--- config.mk ---
export PLATFORM = sky130hd
export DESIGN_NAME = insertion_sorter
export DESIGN_NICKNAME = d
export VERILOG_FILES = /design/src/hdl/ins_pkg.sv /design/src/hdl/ins_datapath.sv /design/src/hdl/ins_ctrl.sv /design/src/hdl/insertion_sorter.sv
export SDC_FILE = /design/constraint.sdc
export NUM_CORES = 2
export LEC_CHECK = 0
export BUFFER_PORTS_ARGS = -buffer_cell sky130_fd_sc_hd__buf_2
export CAP_MARGIN = 5
export CORE_ASPECT_RATIO = 2
export CORE_UTILIZATION = 50
export CTS_CLUSTER_DIAMETER = 60
export DETAILED_ROUTE_END_ITERATION = 10
export HOLD_SLACK_MARGIN = 0.15
export PLACE_DENSITY = 0.79
export SLEW_MARGIN = 20
export SYNTH_ARGS = -nofsm -noshare
export SYNTH_HDL_FRONTEND = slang
export SYNTH_SLANG_ARGS = --single-unit
export TNS_END_PERCENT = 50
--- constraint.sdc ---
create_clock -name clk -period 5.15 [get_ports clk]
set_clock_uncertainty 0.15 [all_clocks]
set_input_delay 1.03 -clock clk [delete_from_list [all_inputs] [get_ports clk]]
set_output_delay 1.03 -clock clk [all_outputs]
set_load 0.01 [all_outputs]
--- src/hdl/ins_pkg.sv ---
// Shared types and constants for the insertion sorter.
package ins_pkg;

	localparam int DEPTH_DEFAULT = 16;
	localparam int DATA_W = 32;

	typedef enum logic [0:0] {
		ST_FILL,
		ST_EMIT
	} state_t;

	typedef struct packed {
		logic insert;
		logic pop;
	} cmd_t;

	typedef struct packed {
		logic empty;
		logic one;
	} status_t;

endpackage

--- src/hdl/ins_datapath.sv ---
// Datapath of the insertion sorter: compare-and-shift cell row, fill count and output register.
module ins_datapath #(
	parameter int DEPTH = ins_pkg::DEPTH_DEFAULT
) (
	input  logic                              clk,
	input  logic                              arst_n,
	input  ins_pkg::cmd_t                     cmd,
	output ins_pkg::status_t                  status,
	input  logic signed [ins_pkg::DATA_W-1:0] value,
	output logic signed [ins_pkg::DATA_W-1:0] sorted_value,
	output logic                              last_out
);

	localparam int CW = $clog2(DEPTH + 1);

	logic signed [ins_pkg::DATA_W-1:0] store_q [DEPTH];
	logic signed [ins_pkg::DATA_W-1:0] store_d [DEPTH];
	logic [DEPTH-1:0]                  gt;
	logic [CW-1:0]                     count_q;
	logic                              full;
	logic signed [ins_pkg::DATA_W-1:0] out_q;
	logic                              out_last_q;

	assign full = (count_q == CW'(DEPTH));
	assign status.empty = (count_q == '0);
	assign status.one = (count_q == CW'(1));

	always_comb begin
		for (int i = 0; i < DEPTH; i++) begin
			gt[i] = (CW'(i) < count_q) && (store_q[i] > value);
		end
		for (int i = 0; i < DEPTH; i++) begin
			if (i > 0 && gt[(i > 0) ? i - 1 : 0]) begin
				store_d[i] = store_q[(i > 0) ? i - 1 : 0];
			end else if (gt[i] || CW'(i) == count_q) begin
				store_d[i] = value;
			end else begin
				store_d[i] = store_q[i];
			end
		end
	end

	always_ff @(posedge clk) begin
		if (cmd.insert && !full) begin
			for (int i = 0; i < DEPTH; i++) begin
				store_q[i] <= store_d[i];
			end
		end else if (cmd.pop) begin
			for (int i = 0; i < DEPTH - 1; i++) begin
				store_q[i] <= store_q[i + 1];
			end
		end
		if (cmd.pop) begin
			out_q <= store_q[0];
			out_last_q <= status.one;
		end
	end

	always_ff @(posedge clk or negedge arst_n) begin
		if (!arst_n) begin
			count_q <= '0;
		end else if (cmd.insert && !full) begin
			count_q <= count_q + CW'(1);
		end else if (cmd.pop) begin
			count_q <= count_q - CW'(1);
		end
	end

	assign sorted_value = out_q;
	assign last_out = out_last_q;

endmodule

--- src/hdl/ins_ctrl.sv ---
// Controller of the insertion sorter: fill and emit sequencing and output handshake.
module ins_ctrl (
	input  logic             clk,
	input  logic             arst_n,
	input  logic             s_tvalid,
	output logic             s_tready,
	input  logic             s_tlast,
	output logic             m_tvalid,
	input  logic             m_tready,
	output ins_pkg::cmd_t    cmd,
	input  ins_pkg::status_t status
);

	ins_pkg::state_t state_q;
	ins_pkg::state_t state_d;
	logic            out_valid_q;
	logic            can_load;

	assign can_load = !out_valid_q || m_tready;

	always_comb begin
		state_d = state_q;
		case (state_q)
			ins_pkg::ST_FILL: begin
				if (s_tvalid && s_tlast) begin
					state_d = ins_pkg::ST_EMIT;
				end
			end
			ins_pkg::ST_EMIT: begin
				if (status.empty || (status.one && can_load)) begin
					state_d = ins_pkg::ST_FILL;
				end
			end
			default: state_d = ins_pkg::ST_FILL;
		endcase
	end

	always_comb begin
		s_tready = 1'b0;
		cmd.insert = 1'b0;
		cmd.pop = 1'b0;
		case (state_q)
			ins_pkg::ST_FILL: begin
				s_tready = 1'b1;
				cmd.insert = s_tvalid;
			end
			ins_pkg::ST_EMIT: begin
				cmd.pop = !status.empty && can_load;
			end
			default: begin
				s_tready = 1'b0;
			end
		endcase
	end

	always_ff @(posedge clk or negedge arst_n) begin
		if (!arst_n) begin
			state_q <= ins_pkg::ST_FILL;
			out_valid_q <= 1'b0;
		end else begin
			state_q <= state_d;
			if (cmd.pop) begin
				out_valid_q <= 1'b1;
			end else if (m_tready) begin
				out_valid_q <= 1'b0;
			end
		end
	end

	assign m_tvalid = out_valid_q;

endmodule

--- src/hdl/insertion_sorter.sv ---
// Top level of the insertion sorter.
// Each input transaction carries one signed value; a row of DEPTH compare-and-shift cells
// inserts it into the sorted store, so values stream in at one per cycle while filling.
// A transaction with tlast closes the set: the block then emits the stored values in
// ascending order at one per cycle (as the sink accepts them) by shifting the cell row down,
// marks the largest with tlast, and takes no input until the final value is loaded into the
// output register. Values arriving while DEPTH values are held are dropped; a dropped value
// with tlast still closes the set.
module insertion_sorter #(
	parameter int DEPTH = ins_pkg::DEPTH_DEFAULT
) (
	input  logic                       clk,
	input  logic                       arst_n,
	input  logic                       s_tvalid,
	output logic                       s_tready,
	input  logic [ins_pkg::DATA_W-1:0] s_tdata,  // [31:0] value
	input  logic                       s_tlast,  // last_in
	output logic                       m_tvalid,
	input  logic                       m_tready,
	output logic [ins_pkg::DATA_W-1:0] m_tdata,  // [31:0] sorted_value
	output logic                       m_tlast   // last_out
);

	ins_pkg::cmd_t                     cmd;
	ins_pkg::status_t                  status;
	logic signed [ins_pkg::DATA_W-1:0] sorted_value;

	ins_ctrl u_ctrl (
		.clk      (clk),
		.arst_n   (arst_n),
		.s_tvalid (s_tvalid),
		.s_tready (s_tready),
		.s_tlast  (s_tlast),
		.m_tvalid (m_tvalid),
		.m_tready (m_tready),
		.cmd      (cmd),
		.status   (status)
	);

	ins_datapath #(
		.DEPTH (DEPTH)
	) u_datapath (
		.clk          (clk),
		.arst_n       (arst_n),
		.cmd          (cmd),
		.status       (status),
		.value        (signed'(s_tdata)),
		.sorted_value (sorted_value),
		.last_out     (m_tlast)
	);

	assign m_tdata = unsigned'(sorted_value);

endmodule

---- Word level (Yosys, flattened, before mapping) ----
Memory sizes are Yosys's and may differ from the RTL's.
Cells that the tools add are included.
storage, ports and cells
  memories kept ........................... 1
  ROM bits ................................ 0
  memory bits (writable) .................. 512
  output and inout port bits .............. 35
  latch bits .............................. 0
  flip-flop bits (word level) ............. 40
cells by class
  multiplexer cells ....................... 61
  equal/unequal tests ..................... 17
  shifts and indexed selects .............. 0
  reduce and logical (&&, ||, !) cells .... 44
  div/mod/pow operators ................... 0
  bitwise gates (word level) .............. 16
  multiply operators ...................... 0
  $lt $le $gt $ge ......................... 32
  add/sub/neg operators ................... 2
memories
  memory              depth  width  read ports  clocked after Yosys merged registers in  write ports  RTL line            source
  u_datapath.store_q  16     32     16          0                                        16           ins_datapath.sv:16  logic signed [ins_pkg::DATA_W-1:0] store_q [DEPTH];
operator list
  kind                   count
  $mux W32               46
  $gt A32 B32 Y1         16
  $eq A4 B5 Y1 const A   8
  $lt A4 B5 Y1 const A   8
  $eq A3 B5 Y1 const A   4
  $logic_and A1 B1 Y1    20
  $lt A3 B5 Y1 const A   4
  $logic_or A1 B1 Y1     18
  $or A1 B1 Y1           15
  $mux W1                12
  $eq A2 B5 Y1 const A   2
  $lt A1 B5 Y1 const A   2
  $lt A2 B5 Y1 const A   2
  $mux W5                2
  $add A5 B1 Y5 const B  1
  $eq A1 B5 Y1 const A   1
  $eq A5 B1 Y1 const B   1
  $eq A5 B5 Y1 const B   1
  $logic_not A5 Y1       1
  $sub A5 B1 Y5 const B  1
  $reduce_bool A2 Y1     2
  $logic_not A1 Y1       3
  $pmux W1 S2            1
  $not A1 Y1             1

---- Depth between registers and ports, before layout ----
  depth in word-level cells ............... 8
  depth in mapped cells ................... 13
  gate-level depth less buffers ........... 10

---- Cells and area by module ----
From an unflattened synthesis, not the netlist that was laid out.
second synthesis, totals
  cells, all modules ...................... 3,717
  area total of the unflattened synthesis .. 38,598.3 sq um
by module, submodules not included
  module        seq. area each (sq um)  cells each  instances  area an instance (sq um)
  ins_datapath  16,490.8                3,707       1          38,503.2
  ins_ctrl      50.0                    10          1          95.1

---- Least setup slack after synthesis ----
OpenSTA, ideal clock, no wires.
  path kind ............................... input to register
  start ................................... input s_tdata[30] in the netlist's numbering
  end ..................................... memory u_datapath.store_q[3][0] in the netlist's numbering, enable pin
  setup time .............................. 466 ps
  path slack .............................. -1,014 ps
  arrival time ............................ 5,548 ps
  data required time ...................... 4,534 ps
  cell stages on the path ................. 10
  path through ............................ clkbuf_1 inv_1 ha_1 a21oi_1 nand2_1 a221o_1 a211o_1 o21ai_2 and3b_1 o21ai_0
RTL lines
  element      RTL line                source
  from (decl)  insertion_sorter.sv:16  input logic [ins_pkg::DATA_W-1:0] s_tdata,
  to (decl)    ins_datapath.sv:16

==> impl_metrics.ini <==
[layout]
area_delta_synth_final_pct = 9.68
drive_above_1_share = 0.0916
multiInputGateArea_mm2 = 0.0211
fill_cells = 6388
nets = 4281
stdcell_area_mm2 = 0.0424
regArea_mm2 = 0.0165
final_cell_mix = 549 x nand2_1, 545 x edfxtp_1, 517 x ha_1
final_common_cell = nand2_1
diodes = 0
fin_cells = 4782

[global_routing]
track_usage = 0.260
grt_max_degree = 307
grt_pass1_vias = 29414
grt.overflow.total = 0
grt_antenna_before_repair = 1
grt_pass1_wl_mm = 159

[floorplanning]
io_pins = 72
die_h_um = 395
coreArea_mm2 = 0.0762
die_w_um = 199
start_util = 0.507
rows = 143
dieArea_mm2 = 0.0784

[detailed_routing]
drc_errors = 0
drt-total-wl_mm = 102
firstDrtPassIters = 7
wl_per_cell_um = 21.3
via_count = 29567
vias_per_cell = 6.18
drt_iter0_drc = 2119
ant_nets = 0

[sta]
max_freq_ghz = 0.219
tightest_slew_ns = 1.18
tns_ns = 0
fin_crit_sh = 0.888
fin_ws_ns = 0.579
slew_headroom = 0.214
hold_viol = 0
fin_crit_ns = 4.57
rsz0062_at_grt = no
maxSlewViolCount = 0
setup_viol = 0

[logic_synthesis]
synth-compound-area-share = 0.135
ys_ff_latch = 552
synth_xor_xnor_area_share = 0.00113
synth.yosys.seq_area_share = 0.428
synth_top_family_by_area = adder cells
synth_cell_types = 76
synth_area_mm2 = 0.0386
synthFlopType = edfxtp_1
syn_nets = 4229
synthArstFlopShare = 0.0127
synth.avg_cell_area_um2 = 10.5
synth-edff-count = 545
ys_warn_count = 0
synthAdderAreaFrac = 0.167
yosys.area_share.simple = 0.106
syn_inst = 3675
synthMuxAreaShare = 0.127

[clocking]
cts-root-buf = clkbuf_16
htree_levels = 2
cts_buffers = 50
ctsHoldBuffers = 1
clkLatencyLatePin_ns = 0.61
cts_setup_buffers = 0
path_clk_slew_ns = 0.07
ctsResizeCount = 0
cts_tree = built
ctsLongestPathBuffers = 3
cts_sinks = 552

[setup_path]
worstSetupEndpointType = flip-flop
cp-start-kind = input pin
rrSetupSlack_ns = 1.32
cp.arrival_ns = 4.73
cp.required_ns = 5.31
cp_max_fo = 32
crit_type = in -> reg

[power]
leakage_nw = 18.5
p_per_area_mw_per_mm2 = 696
irDropWorstVdd_mv = 0.468

[place]
postPlaceCellArea_mm2 = 0.0408
place.gp.congestion = 0.910
place_hpwl_mm = 78.4
placedCellCount = 4688
port_buffers = 71
dpl_worst_slack_ns = 0.116

[min_path]
hp-class = reg -> reg

[status]
outcome = completed

[job]
cap_violations = 0
[flip-flops by register name (all words and copies together), names as in the netlist]
| signal | flops |
|---|---|
| u_datapath.count_q | 5 |
| u_ctrl.m_tvalid | 1 |
| u_ctrl.state_q | 1 |
| u_datapath.sorted_value | 32 |
| u_datapath.store_q | 512 |
| u_datapath.last_out | 1 |
[per-stage QoR]
stage,hold slack [ns],util,power [mW]
floorplan,0.299,-,21.2
global placement,0.338,0.536,25.1
detailed placement,0.337,0.536,25.7
CTS,0.350,0.555,29.4
global route,0.376,0.556,31.4
finish,0.356,0.556,29.5
[final timing paths]
check                                          start                     endpoint  cells after the start
max in group asynchronous                     arst_n        u_datapath.count_q[0]                      2
min in group asynchronous                     arst_n        u_datapath.count_q[4]                      2
min reg2reg                u_datapath.store_q[0][31]  u_datapath.sorted_value[31]                      0
max reg2reg                 u_datapath.store_q[4][7]     u_datapath.store_q[5][7]                     10
min                        u_datapath.store_q[0][31]  u_datapath.sorted_value[31]                      0
max                                      s_tdata[10]     u_datapath.store_q[5][7]                     12
[cell type report]
class	instances	area share
Inverter	76	0.00691
Multi-Input combinational cell	2847	0.497
Clock inverter	33	0.00464
Sequential cell	552	0.390
Clock buffer	59	0.0308
Timing Repair Buffer	200	0.0400
Tap cell	1015	0.0300
[layer usage]
metal  wire length (µm)  track usage
met1              36600        0.277
met4               9030        0.208
met5                  8            0
met3               3830       0.0230
met2              52600        0.466
[cells in the mapped netlist (4+ instances only)]
cell	count	share of area
mux2i_1	442	0.11
inv_1	74	0.0072
nand2b_1	10	0.0016
buf_6	25	0.0073
and4_1	14	0.0032
a21oi_1	280	0.036
nor3b_1	6	0.0012
a211o_1	4	0.00091
o21a_1	8	0.0016
clkbuf_1	113	0.011
a221oi_1	18	0.0041
nor3_1	18	0.0023
mux2_2	37	0.011
a221o_1	5	0.0013
nor2_1	91	0.0088
o221ai_1	5	0.0011
ha_1	517	0.17
a31oi_1	20	0.0032
edfxtp_1	545	0.42
dfrtp_1	7	0.0045
nor2b_1	15	0.0024
o21ai_0	216	0.028
buf_4	14	0.0027
buf_2	46	0.0060
nand4_1	104	0.017
nand3_1	55	0.0071
o21ai_1	255	0.033
a21boi_0	4	0.00078
a21o_1	54	0.010
or3_1	4	0.00065
a211oi_1	8	0.0016
nand2_1	549	0.053
nor4_1	17	0.0028
o211ai_1	23	0.0045
a41oi_1	5	0.0011
[worst max-delay path, stage by stage]
cell and delay, ns:
buf_2 0.34, inv_1 0.34, ha_1 0.42, nand4_1 0.26, inv_1 0.07, a221oi_1 0.64, o211ai_1 0.29, a21oi_1 0.25
mux2_2 0.19, buf_4 0.51, mux2i_1 0.26, o21ai_0 0.10
[logic make-up after synthesis]
kind of cell    after synthesis
flops                       552
buf+inv                     276
simple gates                909
fa+ha+maj                   517
xor+xnor                      5
compound gates              933
mux                         483
[power by group]
| group | internal [mW] | total (mW) | switching [mW] |
|---|---|---|---|
| registers | 8.61 | 10.7 | 2.06 |
| logic | 6.32 | 15.2 | 8.85 |
| clock network | 1.91 | 3.66 | 1.76 |
(Power assumes the default switching activity.)
